===== config.mk =====
export PLATFORM = sky130hd
export DESIGN_NAME = elastoplastic_contact_normal_force_core
export DESIGN_NICKNAME = d
export VERILOG_FILES = /design/src/rtl/ecnf_pkg.sv /design/src/rtl/ecnf_mul.sv /design/src/rtl/ecnf_div.sv /design/src/rtl/ecnf_dp.sv /design/src/rtl/ecnf_ctrl.sv /design/src/rtl/elastoplastic_contact_normal_force_core.sv
export VERILOG_INCLUDE_DIRS = /design/src /design/src/rtl
export SDC_FILE = /design/constraint.sdc
export NUM_CORES = 2
export LEC_CHECK = 0
export ABC_CLOCK_PERIOD_IN_PS = 24200
export BUFFER_PORTS_ARGS = -buffer_cell sky130_fd_sc_hd__buf_2
export CAP_MARGIN = 30
export CORE_ASPECT_RATIO = 0.6
export CORE_MARGIN = 3
export CORE_UTILIZATION = 30
export DETAILED_ROUTE_END_ITERATION = 16
export GPL_ROUTABILITY_DRIVEN = 0
export HOLD_SLACK_MARGIN = 0.1
export PLACE_DENSITY_LB_ADDON = 0.25
export SETUP_SLACK_MARGIN = 0.2
export SYNTH_ARGS = -nofsm -noshare
export SYNTH_HDL_FRONTEND = slang
export SYNTH_SLANG_ARGS = --single-unit

===== constraint.sdc =====
create_clock -name clk_i -period 24.2 [get_ports clk_i]
set_input_delay 4.84 -clock clk_i [delete_from_list [all_inputs] [get_ports clk_i]]
set_output_delay 4.84 -clock clk_i [all_outputs]
set_load 0.01 [all_outputs]

===== src/rtl/elastoplastic_contact_normal_force_core_macros.svh =====
// ----------------------------------------------------------------------------
// Assertion macros for the elastoplastic contact normal force core
// Shared clocking and reset gating for the concurrent checks.
// ----------------------------------------------------------------------------
`ifndef ELASTOPLASTIC_CONTACT_NORMAL_FORCE_CORE_MACROS_SVH
`define ELASTOPLASTIC_CONTACT_NORMAL_FORCE_CORE_MACROS_SVH

// Same-cycle implication.
`define ECNF_ASSERT_IMP(lbl, ante, cons, msg) \
  lbl: assert property (@(posedge clk_i) disable iff (!rst_ni) (ante) |-> (cons)) \
    else $error(msg);

// Next-cycle implication.
`define ECNF_ASSERT_NXT(lbl, ante, cons, msg) \
  lbl: assert property (@(posedge clk_i) disable iff (!rst_ni) (ante) |=> (cons)) \
    else $error(msg);

`endif


===== src/rtl/ecnf_pkg.sv =====
// ----------------------------------------------------------------------------
// ecnf_pkg
// Types, constants and saturating helpers of the contact normal force core.
// ----------------------------------------------------------------------------
package ecnf_pkg;

  localparam int unsigned VW   = 48;          // signed value width
  localparam int unsigned FB   = 24;          // fraction bits
  localparam int unsigned UW   = VW - 1;      // unsigned value width
  localparam int unsigned PW   = 2 * VW;      // full product width
  localparam int unsigned TW   = FB + 7;      // clamped growth term, holds 100.0
  localparam int unsigned INCW = UW + TW - FB; // stiffness increment width
  localparam int unsigned CIW  = 3;           // register index width
  localparam int unsigned CW   = $clog2(VW);  // iteration counter width

  localparam logic signed [VW-1:0] SMAX  = {1'b0, {UW{1'b1}}};
  localparam logic signed [VW-1:0] SMIN  = {1'b1, {UW{1'b0}}};
  localparam logic [UW-1:0]        UMAX  = {UW{1'b1}};
  localparam logic [UW-1:0]        ONE_Q = UW'(1) << FB;

  typedef enum logic [2:0] {
    REG_SEPARATED = 3'd0,
    REG_COHESIVE  = 3'd1,
    REG_LOADING   = 3'd2,
    REG_UNLOADING = 3'd3,
    REG_ELASTIC   = 3'd4
  } regime_e;

  typedef enum logic [CIW-1:0] {
    CFG_ELASTIC_K   = 3'd0,
    CFG_CRIT_OVLP   = 3'd1,
    CFG_LATCH_SLOPE = 3'd2,
    CFG_VAR_UNLOAD  = 3'd3,
    CFG_FIXED_K     = 3'd4,
    CFG_COH_EN      = 3'd5,
    CFG_PULL_OFF    = 3'd6
  } cfg_idx_e;

  typedef enum logic [4:0] {
    OP_NONE,
    OP_LOAD,
    OP_CLASSIFY,
    OP_K2_START,
    OP_K2_T,
    OP_K2_FIN,
    OP_COH_DIV,
    OP_COH_EDGE,
    OP_UO_MUL,
    OP_UO_DIV,
    OP_UO_SET,
    OP_F_MUL,
    OP_F_SET,
    OP_E_MUL,
    OP_E_DIV,
    OP_E_SET,
    OP_PUSH
  } dp_op_e;

  typedef enum logic [3:0] {
    ST_IDLE,
    ST_CLASSIFY,
    ST_K2_START,
    ST_K2_W1,
    ST_K2_W2,
    ST_DISPATCH,
    ST_COH_W,
    ST_COH_CHK,
    ST_UO_MW,
    ST_UO_DW,
    ST_F_START,
    ST_F_W,
    ST_E_START,
    ST_E_MW,
    ST_E_DW,
    ST_OUT
  } ctrl_state_e;

  typedef struct packed {
    logic signed [VW-1:0] overlap;
    logic                 apply_forces;
  } in_item_t;

  typedef struct packed {
    logic [UW-1:0]        stiffness;
    logic signed [VW-1:0] force_increment;
    logic [UW-1:0]        energy_increment;
    regime_e              regime;
  } out_item_t;

  typedef struct packed {
    logic    mul_done;
    logic    div_done;
    logic    need_k2;
    logic    k2_direct;
    logic    in_range;
    logic    k_ne_el;
    logic    apply;
    regime_e regime;
  } dp_sts_t;

  function automatic logic signed [VW-1:0] sat_add(input logic signed [VW-1:0] a,
                                                   input logic signed [VW-1:0] b);
    logic [VW:0] s;
    s = {a[VW-1], a} + {b[VW-1], b};
    if (s[VW] != s[VW-1]) begin
      return s[VW] ? SMIN : SMAX;
    end
    return s[VW-1:0];
  endfunction

  function automatic logic signed [VW-1:0] sat_neg(input logic signed [VW-1:0] a);
    return (a == SMIN) ? SMAX : -a;
  endfunction

  function automatic logic [VW-1:0] mag(input logic signed [VW-1:0] a);
    logic [VW-1:0] ua;
    ua = a;
    return ua[VW-1] ? (~ua + VW'(1)) : ua;
  endfunction

  // Magnitude plus sign back to a saturated signed value.
  function automatic logic signed [VW-1:0] sat_from(input logic [PW-1:0] m,
                                                    input logic neg);
    logic big;
    big = |m[PW-1:UW];
    if (neg) begin
      return big ? SMIN : -$signed(m[VW-1:0]);
    end
    return big ? SMAX : $signed(m[VW-1:0]);
  endfunction

endpackage


===== src/rtl/ecnf_mul.sv =====
// ----------------------------------------------------------------------------
// ecnf_mul
// Shift-add unsigned multiplier, one multiplier bit per cycle.
// ----------------------------------------------------------------------------
module ecnf_mul (
  input  logic                    clk_i,
  input  logic                    rst_ni,
  input  logic                    start_i,
  input  logic [ecnf_pkg::VW-1:0] a_i,
  input  logic [ecnf_pkg::VW-1:0] b_i,
  output logic [ecnf_pkg::PW-1:0] prod_o,
  output logic                    done_o
);
  import ecnf_pkg::*;

  logic [PW-1:0] acc_q, acc_d;
  logic [VW-1:0] a_q, a_d;
  logic [CW-1:0] cnt_q, cnt_d;
  logic          busy_q, busy_d;
  logic          done_q, done_d;
  logic [VW:0]   sum;

  always_comb begin
    sum    = {1'b0, acc_q[PW-1:VW]} + (acc_q[0] ? {1'b0, a_q} : '0);
    acc_d  = acc_q;
    a_d    = a_q;
    cnt_d  = cnt_q;
    busy_d = busy_q;
    done_d = 1'b0;
    if (start_i) begin
      acc_d  = {{VW{1'b0}}, b_i};
      a_d    = a_i;
      cnt_d  = '0;
      busy_d = 1'b1;
    end else if (busy_q) begin
      acc_d = {sum, acc_q[VW-1:1]};
      cnt_d = cnt_q + CW'(1);
      if (cnt_q == CW'(VW - 1)) begin
        busy_d = 1'b0;
        done_d = 1'b1;
      end
    end
  end

  always_ff @(posedge clk_i or negedge rst_ni) begin
    if (!rst_ni) begin
      busy_q <= 1'b0;
      done_q <= 1'b0;
      cnt_q  <= '0;
    end else begin
      busy_q <= busy_d;
      done_q <= done_d;
      cnt_q  <= cnt_d;
    end
  end

  always_ff @(posedge clk_i) begin
    acc_q <= acc_d;
    a_q   <= a_d;
  end

  assign prod_o = acc_q;
  assign done_o = done_q;

endmodule


===== src/rtl/ecnf_div.sv =====
// ----------------------------------------------------------------------------
// ecnf_div
// Restoring divider with an up-front overflow check; the quotient saturates
// to one past the largest signed magnitude.
// ----------------------------------------------------------------------------
module ecnf_div (
  input  logic                    clk_i,
  input  logic                    rst_ni,
  input  logic                    start_i,
  input  logic [ecnf_pkg::PW-1:0] n_i,
  input  logic [ecnf_pkg::VW-1:0] d_i,
  output logic [ecnf_pkg::VW-1:0] q_o,
  output logic                    done_o
);
  import ecnf_pkg::*;

  logic [VW-1:0] rem_q, rem_d;
  logic [VW-1:0] num_q, num_d;
  logic [VW-1:0] quo_q, quo_d;
  logic [VW-1:0] den_q, den_d;
  logic [CW-1:0] cnt_q, cnt_d;
  logic          busy_q, busy_d;
  logic          done_q, done_d;
  logic [VW:0]   r2;
  logic          ge;
  logic          ovf;
  logic          nul;

  always_comb begin
    r2     = {rem_q, num_q[VW-1]};
    ge     = r2 >= {1'b0, den_q};
    ovf    = (d_i == '0) ? (n_i != '0) : (n_i >= {1'b0, d_i, {(VW - 1){1'b0}}});
    nul    = (d_i == '0) && (n_i == '0);
    rem_d  = rem_q;
    num_d  = num_q;
    quo_d  = quo_q;
    den_d  = den_q;
    cnt_d  = cnt_q;
    busy_d = busy_q;
    done_d = 1'b0;
    if (start_i) begin
      if (ovf || nul) begin
        // Finish at once: saturate, or zero over zero.
        quo_d  = ovf ? {1'b1, {UW{1'b0}}} : '0;
        done_d = 1'b1;
      end else begin
        rem_d  = n_i[PW-1:VW];
        num_d  = n_i[VW-1:0];
        den_d  = d_i;
        quo_d  = '0;
        cnt_d  = '0;
        busy_d = 1'b1;
      end
    end else if (busy_q) begin
      rem_d = ge ? VW'(r2 - {1'b0, den_q}) : r2[VW-1:0];
      num_d = {num_q[VW-2:0], 1'b0};
      quo_d = {quo_q[VW-2:0], ge};
      cnt_d = cnt_q + CW'(1);
      if (cnt_q == CW'(VW - 1)) begin
        busy_d = 1'b0;
        done_d = 1'b1;
      end
    end
  end

  always_ff @(posedge clk_i or negedge rst_ni) begin
    if (!rst_ni) begin
      busy_q <= 1'b0;
      done_q <= 1'b0;
      cnt_q  <= '0;
    end else begin
      busy_q <= busy_d;
      done_q <= done_d;
      cnt_q  <= cnt_d;
    end
  end

  always_ff @(posedge clk_i) begin
    rem_q <= rem_d;
    num_q <= num_d;
    quo_q <= quo_d;
    den_q <= den_d;
  end

  assign q_o    = quo_q;
  assign done_o = done_q;

endmodule


===== src/rtl/ecnf_dp.sv =====
// ----------------------------------------------------------------------------
// ecnf_dp
// Datapath: configuration registers, contact state, shared multiplier and
// divider, and the operand selection driven by the controller.
// ----------------------------------------------------------------------------
module ecnf_dp (
  input  logic                     clk_i,
  input  logic                     rst_ni,
  input  ecnf_pkg::dp_op_e         op_i,
  input  logic                     cfg_we_i,
  input  logic [ecnf_pkg::CIW-1:0] cfg_idx_i,
  input  logic [ecnf_pkg::VW-1:0]  cfg_data_i,
  input  ecnf_pkg::in_item_t       in_i,
  output ecnf_pkg::dp_sts_t        sts_o,
  output ecnf_pkg::out_item_t      res_o
);
  import ecnf_pkg::*;

  // configuration
  logic [UW-1:0]        el_k_q, ac_q, slope_q, fix_k_q;
  logic                 var_q, coh_q;
  logic signed [VW-1:0] pull_q;
  // contact state
  logic signed [VW-1:0] mo_q, mo_d, uo_q, uo_d;
  // per-item working registers
  logic signed [VW-1:0] x_q, x_d, arg_q, arg_d, f_q, f_d, lim_q, lim_d;
  logic                 apply_q, apply_d, fneg_q, fneg_d;
  logic [UW-1:0]        k_q, k_d, e_q, e_d;
  regime_e              regime_q, regime_d;

  logic                 mul_start, div_start, mul_done, div_done;
  logic [VW-1:0]        mul_a, mul_b, div_d, div_q;
  logic [PW-1:0]        mul_p, div_n;

  logic signed [VW-1:0] ac_s, a_s, cls_arg, diffk, fv, coh_d;
  logic                 below, cls_need;
  regime_e              cls_regime;
  logic [TW-1:0]        t_cl;
  logic [INCW-1:0]      inc, lim100;
  logic [INCW:0]        k2sum, kmin;
  logic                 k2_direct;

  always_comb begin
    ac_s      = {1'b0, ac_q};
    a_s       = (mo_q < ac_s) ? ac_s : mo_q;
    below     = x_q < uo_q;
    k2_direct = !var_q || (arg_q <= ac_s);
    if (below) begin
      cls_regime = coh_q ? REG_COHESIVE : REG_SEPARATED;
    end else if (x_q > a_s) begin
      cls_regime = REG_LOADING;
    end else if (a_s > ac_s) begin
      cls_regime = REG_UNLOADING;
    end else begin
      cls_regime = REG_ELASTIC;
    end
    cls_arg  = (cls_regime == REG_COHESIVE) ? mo_q :
               (cls_regime == REG_LOADING) ? x_q : a_s;
    cls_need = ((cls_regime == REG_COHESIVE) && (mo_q > ac_s)) ||
               (cls_regime == REG_LOADING) || (cls_regime == REG_UNLOADING);

    // Clamp the growth term: anything past 100.0 already hits the ceiling.
    t_cl   = (|mul_p[PW-1:FB+TW]) ? '1 : mul_p[FB+TW-1:FB];
    inc    = mul_p[UW+TW-1:FB];
    lim100 = INCW'(el_k_q) * INCW'(100);
    k2sum  = {1'b0, inc} + (INCW + 1)'(el_k_q);
    kmin   = (k2sum < {1'b0, lim100}) ? k2sum : {1'b0, lim100};

    diffk = $signed({1'b0, k_q}) - $signed({1'b0, el_k_q});
    if (regime_q == REG_COHESIVE) begin
      fv = sat_add(lim_q, sat_neg(x_q));
    end else if (regime_q == REG_ELASTIC) begin
      fv = x_q;
    end else begin
      fv = sat_add(x_q, sat_neg(uo_q));
    end
    coh_d = sat_from({{VW{1'b0}}, div_q}, pull_q > 0);

    mo_d      = mo_q;
    uo_d      = uo_q;
    x_d       = x_q;
    apply_d   = apply_q;
    arg_d     = arg_q;
    f_d       = f_q;
    e_d       = e_q;
    k_d       = k_q;
    lim_d     = lim_q;
    fneg_d    = fneg_q;
    regime_d  = regime_q;
    mul_start = 1'b0;
    mul_a     = '0;
    mul_b     = '0;
    div_start = 1'b0;
    div_n     = '0;
    div_d     = '0;

    unique case (op_i)
      OP_LOAD: begin
        x_d     = in_i.overlap;
        apply_d = in_i.apply_forces;
        f_d     = '0;
        e_d     = '0;
      end
      OP_CLASSIFY: begin
        regime_d = cls_regime;
        arg_d    = cls_arg;
        k_d      = (cls_regime == REG_SEPARATED) ? UW'(1) : el_k_q;
        if (apply_q && !below) begin
          mo_d = (cls_regime == REG_LOADING) ? x_q : a_s;
        end
      end
      OP_K2_START: begin
        if (k2_direct) begin
          k_d = var_q ? el_k_q : fix_k_q;
        end else begin
          mul_start = 1'b1;
          mul_a     = {1'b0, slope_q};
          mul_b     = VW'(arg_q - ac_s);
        end
      end
      OP_K2_T: begin
        mul_start = 1'b1;
        mul_a     = {1'b0, el_k_q};
        mul_b     = {{(VW - TW){1'b0}}, t_cl};
      end
      OP_K2_FIN: begin
        k_d = (kmin > (INCW + 1)'(UMAX)) ? UMAX : kmin[UW-1:0];
      end
      OP_COH_DIV: begin
        div_start = 1'b1;
        div_n     = {{(VW - FB){1'b0}}, mag(pull_q), {FB{1'b0}}};
        div_d     = {1'b0, k_q};
      end
      OP_COH_EDGE: begin
        lim_d = sat_add(uo_q, sat_neg(coh_d));
      end
      OP_UO_MUL: begin
        mul_start = 1'b1;
        mul_a     = mag(diffk);
        mul_b     = mag(x_q);
      end
      OP_UO_DIV: begin
        div_start = 1'b1;
        div_n     = mul_p;
        div_d     = {1'b0, k_q};
      end
      OP_UO_SET: begin
        uo_d = sat_from({{VW{1'b0}}, div_q}, k_q < el_k_q);
      end
      OP_F_MUL: begin
        mul_start = 1'b1;
        mul_a     = {1'b0, k_q};
        mul_b     = mag(fv);
        fneg_d    = fv[VW-1];
      end
      OP_F_SET: begin
        f_d = sat_from({{FB{1'b0}}, mul_p[PW-1:FB]}, fneg_q);
      end
      OP_E_MUL: begin
        mul_start = 1'b1;
        mul_a     = mag(f_q);
        mul_b     = mag(f_q);
      end
      OP_E_DIV: begin
        div_start = 1'b1;
        div_n     = mul_p;
        div_d     = {k_q, 1'b0};
      end
      OP_E_SET: begin
        if (k_q == '0) begin
          e_d = '0;
        end else begin
          e_d = (div_q > VW'(UMAX)) ? UMAX : div_q[UW-1:0];
        end
      end
      default: begin
      end
    endcase
  end

  ecnf_mul u_mul (
    .clk_i   (clk_i),
    .rst_ni  (rst_ni),
    .start_i (mul_start),
    .a_i     (mul_a),
    .b_i     (mul_b),
    .prod_o  (mul_p),
    .done_o  (mul_done)
  );

  ecnf_div u_div (
    .clk_i   (clk_i),
    .rst_ni  (rst_ni),
    .start_i (div_start),
    .n_i     (div_n),
    .d_i     (div_d),
    .q_o     (div_q),
    .done_o  (div_done)
  );

  always_ff @(posedge clk_i or negedge rst_ni) begin
    if (!rst_ni) begin
      el_k_q  <= ONE_Q;
      ac_q    <= '0;
      slope_q <= '0;
      var_q   <= 1'b1;
      fix_k_q <= ONE_Q;
      coh_q   <= 1'b0;
      pull_q  <= '0;
      mo_q    <= '0;
      uo_q    <= '0;
    end else begin
      mo_q <= mo_d;
      uo_q <= uo_d;
      if (cfg_we_i) begin
        unique case (cfg_idx_e'(cfg_idx_i))
          CFG_ELASTIC_K:   el_k_q  <= cfg_data_i[UW-1:0];
          CFG_CRIT_OVLP:   ac_q    <= cfg_data_i[UW-1:0];
          CFG_LATCH_SLOPE: slope_q <= cfg_data_i[UW-1:0];
          CFG_VAR_UNLOAD:  var_q   <= cfg_data_i[0];
          CFG_FIXED_K:     fix_k_q <= cfg_data_i[UW-1:0];
          CFG_COH_EN:      coh_q   <= cfg_data_i[0];
          CFG_PULL_OFF:    pull_q  <= cfg_data_i;
          default: begin
          end
        endcase
      end
    end
  end

  always_ff @(posedge clk_i) begin
    x_q      <= x_d;
    apply_q  <= apply_d;
    arg_q    <= arg_d;
    f_q      <= f_d;
    e_q      <= e_d;
    k_q      <= k_d;
    lim_q    <= lim_d;
    fneg_q   <= fneg_d;
    regime_q <= regime_d;
  end

  always_comb begin
    sts_o.mul_done  = mul_done;
    sts_o.div_done  = div_done;
    sts_o.need_k2   = cls_need;
    sts_o.k2_direct = k2_direct;
    sts_o.in_range  = x_q >= lim_q;
    sts_o.k_ne_el   = k_q != el_k_q;
    sts_o.apply     = apply_q;
    sts_o.regime    = regime_q;
    res_o.stiffness        = k_q;
    res_o.force_increment  = f_q;
    res_o.energy_increment = e_q;
    res_o.regime           = regime_q;
  end

endmodule


===== src/rtl/ecnf_ctrl.sv =====
// ----------------------------------------------------------------------------
// ecnf_ctrl
// Sequencer: walks one contact update through classification, unloading
// stiffness, cohesion limit, unloaded overlap, force and energy.
// ----------------------------------------------------------------------------
module ecnf_ctrl (
  input  logic               clk_i,
  input  logic               rst_ni,
  input  logic               in_valid_i,
  output logic               in_ready_o,
  input  logic               out_free_i,
  input  ecnf_pkg::dp_sts_t  sts_i,
  output ecnf_pkg::dp_op_e   op_o
);
  import ecnf_pkg::*;

  ctrl_state_e state_q, state_d;

  always_comb begin
    state_d = state_q;
    unique case (state_q)
      ST_IDLE:     if (in_valid_i) state_d = ST_CLASSIFY;
      ST_CLASSIFY: state_d = sts_i.need_k2 ? ST_K2_START : ST_DISPATCH;
      ST_K2_START: state_d = sts_i.k2_direct ? ST_DISPATCH : ST_K2_W1;
      ST_K2_W1:    if (sts_i.mul_done) state_d = ST_K2_W2;
      ST_K2_W2:    if (sts_i.mul_done) state_d = ST_DISPATCH;
      ST_DISPATCH: begin
        if (!sts_i.apply || (sts_i.regime == REG_SEPARATED)) begin
          state_d = ST_OUT;
        end else if (sts_i.regime == REG_COHESIVE) begin
          state_d = ST_COH_W;
        end else if ((sts_i.regime == REG_LOADING) && sts_i.k_ne_el) begin
          state_d = ST_UO_MW;
        end else begin
          state_d = ST_F_START;
        end
      end
      ST_COH_W:    if (sts_i.div_done) state_d = ST_COH_CHK;
      ST_COH_CHK:  state_d = sts_i.in_range ? ST_F_START : ST_OUT;
      ST_UO_MW:    if (sts_i.mul_done) state_d = ST_UO_DW;
      ST_UO_DW:    if (sts_i.div_done) state_d = ST_F_START;
      ST_F_START:  state_d = ST_F_W;
      ST_F_W:      if (sts_i.mul_done) state_d = ST_E_START;
      ST_E_START:  state_d = ST_E_MW;
      ST_E_MW:     if (sts_i.mul_done) state_d = ST_E_DW;
      ST_E_DW:     if (sts_i.div_done) state_d = ST_OUT;
      ST_OUT:      if (out_free_i) state_d = ST_IDLE;
      default:     state_d = ST_IDLE;
    endcase
  end

  always_comb begin
    op_o       = OP_NONE;
    in_ready_o = 1'b0;
    unique case (state_q)
      ST_IDLE: begin
        in_ready_o = 1'b1;
        if (in_valid_i) op_o = OP_LOAD;
      end
      ST_CLASSIFY: op_o = OP_CLASSIFY;
      ST_K2_START: op_o = OP_K2_START;
      ST_K2_W1:    if (sts_i.mul_done) op_o = OP_K2_T;
      ST_K2_W2:    if (sts_i.mul_done) op_o = OP_K2_FIN;
      ST_DISPATCH: begin
        if (sts_i.apply && (sts_i.regime == REG_COHESIVE)) begin
          op_o = OP_COH_DIV;
        end else if (sts_i.apply && (sts_i.regime == REG_LOADING) && sts_i.k_ne_el) begin
          op_o = OP_UO_MUL;
        end
      end
      ST_COH_W:    if (sts_i.div_done) op_o = OP_COH_EDGE;
      ST_UO_MW:    if (sts_i.mul_done) op_o = OP_UO_DIV;
      ST_UO_DW:    if (sts_i.div_done) op_o = OP_UO_SET;
      ST_F_START:  op_o = OP_F_MUL;
      ST_F_W:      if (sts_i.mul_done) op_o = OP_F_SET;
      ST_E_START:  op_o = OP_E_MUL;
      ST_E_MW:     if (sts_i.mul_done) op_o = OP_E_DIV;
      ST_E_DW:     if (sts_i.div_done) op_o = OP_E_SET;
      ST_OUT:      if (out_free_i) op_o = OP_PUSH;
      default: begin
      end
    endcase
  end

  always_ff @(posedge clk_i or negedge rst_ni) begin
    if (!rst_ni) begin
      state_q <= ST_IDLE;
    end else begin
      state_q <= state_d;
    end
  end

endmodule


===== src/rtl/elastoplastic_contact_normal_force_core.sv =====
// ----------------------------------------------------------------------------
// elastoplastic_contact_normal_force_core
// Duration: shortest for a separated contact or an update that needs neither
//   the unloading stiffness nor a force, longest for post-yield loading with
//   force applied.
// Throughput: one update at a time; the shift-add multiplier and the
//   restoring divider, run up to seven times in sequence, set it.
// Reset: asynchronous; configuration registers return to their defaults and
//   the contact state (largest and unloaded overlap) clears to zero.
// ----------------------------------------------------------------------------
`include "elastoplastic_contact_normal_force_core_macros.svh"

module elastoplastic_contact_normal_force_core (
  input  logic                     clk_i,
  input  logic                     rst_ni,
  input  logic                     in_valid_i,
  output logic                     in_ready_o,
  input  ecnf_pkg::in_item_t       in_data_i,
  output logic                     out_valid_o,
  input  logic                     out_ready_i,
  output ecnf_pkg::out_item_t      out_data_o,
  input  logic                     cfg_valid_i,
  output logic                     cfg_ready_o,
  input  logic [ecnf_pkg::CIW-1:0] cfg_index_i,
  input  logic [ecnf_pkg::VW-1:0]  cfg_data_i
);
  import ecnf_pkg::*;

  dp_op_e    op;
  dp_sts_t   sts;
  out_item_t res;
  out_item_t out_q;
  logic      out_valid_q;
  logic      out_free;

  assign out_free    = !out_valid_q || out_ready_i;
  assign cfg_ready_o = 1'b1;

  ecnf_ctrl u_ctrl (
    .clk_i      (clk_i),
    .rst_ni     (rst_ni),
    .in_valid_i (in_valid_i),
    .in_ready_o (in_ready_o),
    .out_free_i (out_free),
    .sts_i      (sts),
    .op_o       (op)
  );

  ecnf_dp u_dp (
    .clk_i      (clk_i),
    .rst_ni     (rst_ni),
    .op_i       (op),
    .cfg_we_i   (cfg_valid_i),
    .cfg_idx_i  (cfg_index_i),
    .cfg_data_i (cfg_data_i),
    .in_i       (in_data_i),
    .sts_o      (sts),
    .res_o      (res)
  );

  // Output register: hold the result until the transfer completes.
  always_ff @(posedge clk_i or negedge rst_ni) begin
    if (!rst_ni) begin
      out_valid_q <= 1'b0;
    end else if (op == OP_PUSH) begin
      out_valid_q <= 1'b1;
    end else if (out_ready_i) begin
      out_valid_q <= 1'b0;
    end
  end

  always_ff @(posedge clk_i) begin
    if (op == OP_PUSH) begin
      out_q <= res;
    end
  end

  assign out_valid_o = out_valid_q;
  assign out_data_o  = out_q;

  `ECNF_ASSERT_NXT(a_busy_after_accept, in_valid_i && in_ready_o, !in_ready_o, "accepted while busy")
  `ECNF_ASSERT_IMP(a_separated_idle, out_valid_o && (out_data_o.regime == REG_SEPARATED), (out_data_o.stiffness == UW'(1)) && (out_data_o.force_increment == '0) && (out_data_o.energy_increment == '0), "separated result carries force")
  `ECNF_ASSERT_IMP(a_energy_needs_force, out_valid_o && (out_data_o.force_increment == '0), out_data_o.energy_increment == '0, "energy without force")

endmodule

==> Flow_metrics.wiki <==
{| class="wikitable"
! Metric !! Value
|-
| Status || completed
|-
| Post-CTS Resized || 0
|-
| DRT Wirelength || 436000 um
|-
| Initial antenna violation count || 83
|-
| Leading cell types by count after synthesis || 880 x sky130_fd_sc_hd__ha_1, 827 x sky130_fd_sc_hd__o21ai_0, 820 x sky130_fd_sc_hd__a21oi_1
|-
| Maximum operating frequency || between 70 and 80 MHz
|-
| Number of cells traversed by the worst register-to-register path || 39
|-
| Leading cell type by number of instances after synthesis || sky130_fd_sc_hd__ha_1
|-
| Number of slew-limit violations in the final report || 0
|-
| Post-Route Skew || 0.101 ns
|-
| Hold violation count in the final report || 0
|-
| Wire length per cell || 28.7 um
|-
| Count of standard-cell rows || about 160
|-
| Total Routing Usage GR || between 20% and 30%
|-
| Pre-CTS setup slack || 10.89 ns
|-
| Number of cells on the critical path || 39
|-
| Number of buffers added by the clock tree synthesis step || about 140
|-
| Worst vdd rail ir drop || 0.208 mV
|-
| Number of top-level design ports || 253
|-
| Final core utilization || 34.0%
|-
| Final Hold Slack || approximately 0.35 ns
|-
| Power Density || 156 mW/mm2
|-
| Signal arrival time at the worst endpoint || 14.48 ns
|-
| Cell occurring most often along the worst timing path || sky130_fd_sc_hd__or4_1
|-
| Cell type contributing the most total cell area after synthesis || sky130_fd_sc_hd__edfxtp_1
|-
| Routed vias || 89522
|-
| Synth area leaders || sky130_fd_sc_hd__edfxtp_1 23%, sky130_fd_sc_hd__ha_1 12%, sky130_fd_sc_hd__dfrtp_1 9.3%
|-
| Starting Density || between 30% and 40%
|-
| Number of hold buffers added after cts || 0
|-
| Max-cap violation count || 0
|-
| TNS Setup || 0 ns
|-
| Number of buffers inserted to repair setup after CTS || 0
|-
| Warning count from the yosys run || 0
|-
| Setup repair after global routing missed its margin || no
|-
| Synthesized instance count || approximately 11000
|-
| Period minus WS final || 13.90 ns
|-
| Slowest cell on crit path || sky130_fd_sc_hd__nand2_1
|-
| Post-Synthesis Mean Instance Area || 8.87 um2
|-
| Largest net degree at the start of global routing || 149
|-
| Cell family contributing the most delay on the critical path || simple AND/OR/NAND/NOR gates
|-
| Number of enable-type register cells in the synthesized netlist || 724
|-
| Buffer cell driving the clock tree root || sky130_fd_sc_hd__clkbuf_16
|-
| DRC violation count after routing || 0
|-
| Global-route wire length before repair || 609000 um
|-
| Startpoint kind of the worst setup timing path || flop
|-
| Number of H-tree levels || 4
|-
| GRT overflow || 0
|-
| CTS tree || done
|-
| Clk buf depth || 4
|-
| Primary FF master, synth || sky130_fd_sc_hd__edfxtp_1
|-
| Number of design-rule violations left by the first detailed-router iteration || roughly 14000
|-
| Synth Register Bits || 1127
|-
| Area after DPL || 0.102 mm2
|-
| Die Span Y || 442 um
|-
| WP buf/inv || 3
|-
| Maximum fanout encountered on the critical timing path || 42
|-
| Die width || 733 um
|-
| Worst-Skew Late Latency || 0.89 ns
|-
| Layout cell share with drive strength beyond 1 || 11.4%
|-
| Share of the yosys chip area belonging to registers || 33.2%
|-
| Worst EP required || 24.78 ns
|-
| Number of antenna-violating nets in the routed design || 0
|-
| Number of buffer cells added on primary ports || 251
|-
| Clock sinks || 1127
|-
| Max stage delay on crit path || 0.78 ns
|-
| Area of the core || 0.314 mm2
|-
| Final setup vio count || 0
|-
| Growth of design area from synthesis to finish || 12.2%
|-
| Slew at the pin closest to its max-slew limit || 1.19 ns
|-
| Number of nets in the synthesized netlist || 11770
|-
| Area of the die || 0.324 mm2
|-
| Leakage power total || 0.0450 uW
|-
| Number of global-route vias before repair || 78771
|-
| Vias per cell || 5.89
|-
| Final Cycle Share || 57.4%
|-
| Final Net Count || 11912
|-
| Distinct cell type count of the synthesized netlist || between 100 and 150
|-
| First-pass iteration count of the detailed router || 9
|-
| Area share of the largest cell type after synthesis || 22.8%
|-
| Fraction of registers with async set or reset after synthesis || a little under a third
|-
| Worst setup margin || 10.30 ns
|-
| Worst max-slew margin expressed relative to the limit || between 10% and 20%
|-
| Cell area after synthesis || 0.0952 mm2
|-
| Crit path capture type || flop
|-
| Reg clk slew, reported paths || 0.07 ns
|-
| Estimated wirelength of the detail-placed design || 347000 um
|-
| Non-Filler Cell Area, Final || 0.107 mm2
|-
| Hold Path Stages || 0
|-
| Crit Path Category || reg -> reg
|-
| Hold Path Class || reg -> reg
|}
## report_power, final
group	internal, uW	leakage (uW)	switching, uW
Sequential	2660	0.0118	611
Clock	1260	0.00226	961
Combinational	4040	0.0309	7110
Total	7960	0.0450	8680
## metal layers
metal	vias up	wire length (um)	global-route usage (%)
met5	-	626	1.05
met4	30	10400	5.52
met3	624	73200	12.6
met2	5708	145000	29.5
met1	43159	207000	40.5
li1	40001	-	-
## worst register-to-register path: cells and delay by family, from the launching register on
kind / cells / cell delay (ns)
AND/OR/NAND/NOR: 20 / 8.03
AO/OA/AOI/OAI: 13 / 3.37
buffers and inverters: 3 / 0.85
adder cells (fa/ha/maj): 2 / 0.80
flip-flops: 1 / 0.44
XOR/XNOR: 1 / 0.15
## area by class of cell
type,count,area (um2)
diodes,42,105
clock buffers,176,3890
clock inverters,74,754
fillers,32800,207000
inverters,699,2630
multi-input cells,8375,59200
flip-flops and latches,1127,31600
well taps,4186,5240
repair buffers,531,3490
## flip-flops by register name, summed over array words and instances, names as in the netlist, 4 cells and up
| register | count |
|---|---|
| u_dp.mo_q | 48 |
| u_dp.e_q | 47 |
| u_dp.u_div.rem_q | 48 |
| u_dp.pull_q | 48 |
| u_dp.f_q | 48 |
| u_dp.fix_k_q | 47 |
| u_dp.lim_q | 48 |
| u_dp.u_div.num_q | 48 |
| u_dp.uo_q | 48 |
| u_dp.ac_q | 47 |
| u_dp.u_mul.prod_o | 96 |
| u_dp.el_k_q | 47 |
| u_dp.u_div.q_o | 48 |
| u_dp.u_div.den_q | 48 |
| u_dp.slope_q | 47 |
| u_ctrl.state_q | 4 |
| u_dp.x_q | 48 |
| u_dp.u_mul.a_q | 48 |
| u_dp.u_div.cnt_q | 6 |
| out_data_o | 145 |
| u_dp.u_mul.cnt_q | 6 |
| u_dp.arg_q | 48 |
| u_dp.k_q | 47 |
## metrics by stage
stage / total power [uW] / std cells
after floorplan: 10400 / 10735
after global placement: 13900 / 14889
after detailed placement: 13900 / 14911
after CTS: 16200 / 15161
after global routing: 17600 / 15175
final: 16600 / 15210
## cell families (layout without fill, tap and decap cells)
kind of cell | count (synthesis) | in the layout | synth area share (%)
AOI/OAI and AO/OA | 3211 | 3211 | 21.6
and+or+nand+nor | 3128 | 3128 | 16.5
buffers and inverters | 1233 | 1480 | 4.96
DFF | 1127 | 1127 | 33.2
adders and majority gates | 942 | 942 | 12.7
xor gates and xnor gates | 699 | 699 | 6.44
muxes | 394 | 394 | 4.58
other | 1 | 43 | 0.00394
## path summary, 6_finish.rpt
| kind | slack [ns] | start | to |
|---|---|---|---|
| setup reg to reg | 10.30 | u_dp.uo_q[4]$_DFFE_PN0N_ | u_dp.u_mul.prod_o[43]$_DFFE_PP_ |
| hold / removal | 0.35 | u_dp.e_q[14]$_SDFFCE_PP0P_ | out_data_o[17]$_DFFE_PP_ |
| max in group asynchronous | 17.46 | rst_ni | u_dp.mo_q[2]$_DFFE_PN0P_ |
| min in group asynchronous | 4.02 | rst_ni | u_dp.el_k_q[34]$_DFFE_PN0P_ |
| hold reg to reg | 0.35 | u_dp.e_q[14]$_SDFFCE_PP0P_ | out_data_o[17]$_DFFE_PP_ |
| setup / recovery | 10.30 | u_dp.uo_q[4]$_DFFE_PN0N_ | u_dp.u_mul.prod_o[43]$_DFFE_PP_ |
## placed cells by master, fill, tap and decap left out, types with 107 or more instances in the layout
cell type / count
sky130_fd_sc_hd__nand2_1: 781
sky130_fd_sc_hd__nor2_1: 784
sky130_fd_sc_hd__nor3_1: 210
sky130_fd_sc_hd__nand4_1: 197
sky130_fd_sc_hd__and2_1: 157
sky130_fd_sc_hd__mux2_2: 333
sky130_fd_sc_hd__xnor2_1: 394
sky130_fd_sc_hd__buf_2: 251
sky130_fd_sc_hd__a21o_1: 361
sky130_fd_sc_hd__buf_4: 256
sky130_fd_sc_hd__clkbuf_16: 146
sky130_fd_sc_hd__nand3_1: 167
sky130_fd_sc_hd__inv_1: 696
sky130_fd_sc_hd__or3_1: 109
sky130_fd_sc_hd__o21ai_0: 826
sky130_fd_sc_hd__nand2b_1: 107
sky130_fd_sc_hd__a21oi_1: 815
sky130_fd_sc_hd__nor2b_1: 107
sky130_fd_sc_hd__a22oi_1: 118
sky130_fd_sc_hd__ha_1: 879
sky130_fd_sc_hd__edfxtp_1: 724
sky130_fd_sc_hd__nor4_1: 112
sky130_fd_sc_hd__dfrtp_1: 350
sky130_fd_sc_hd__xor2_1: 304
Power figures use the tool's default switching activity.
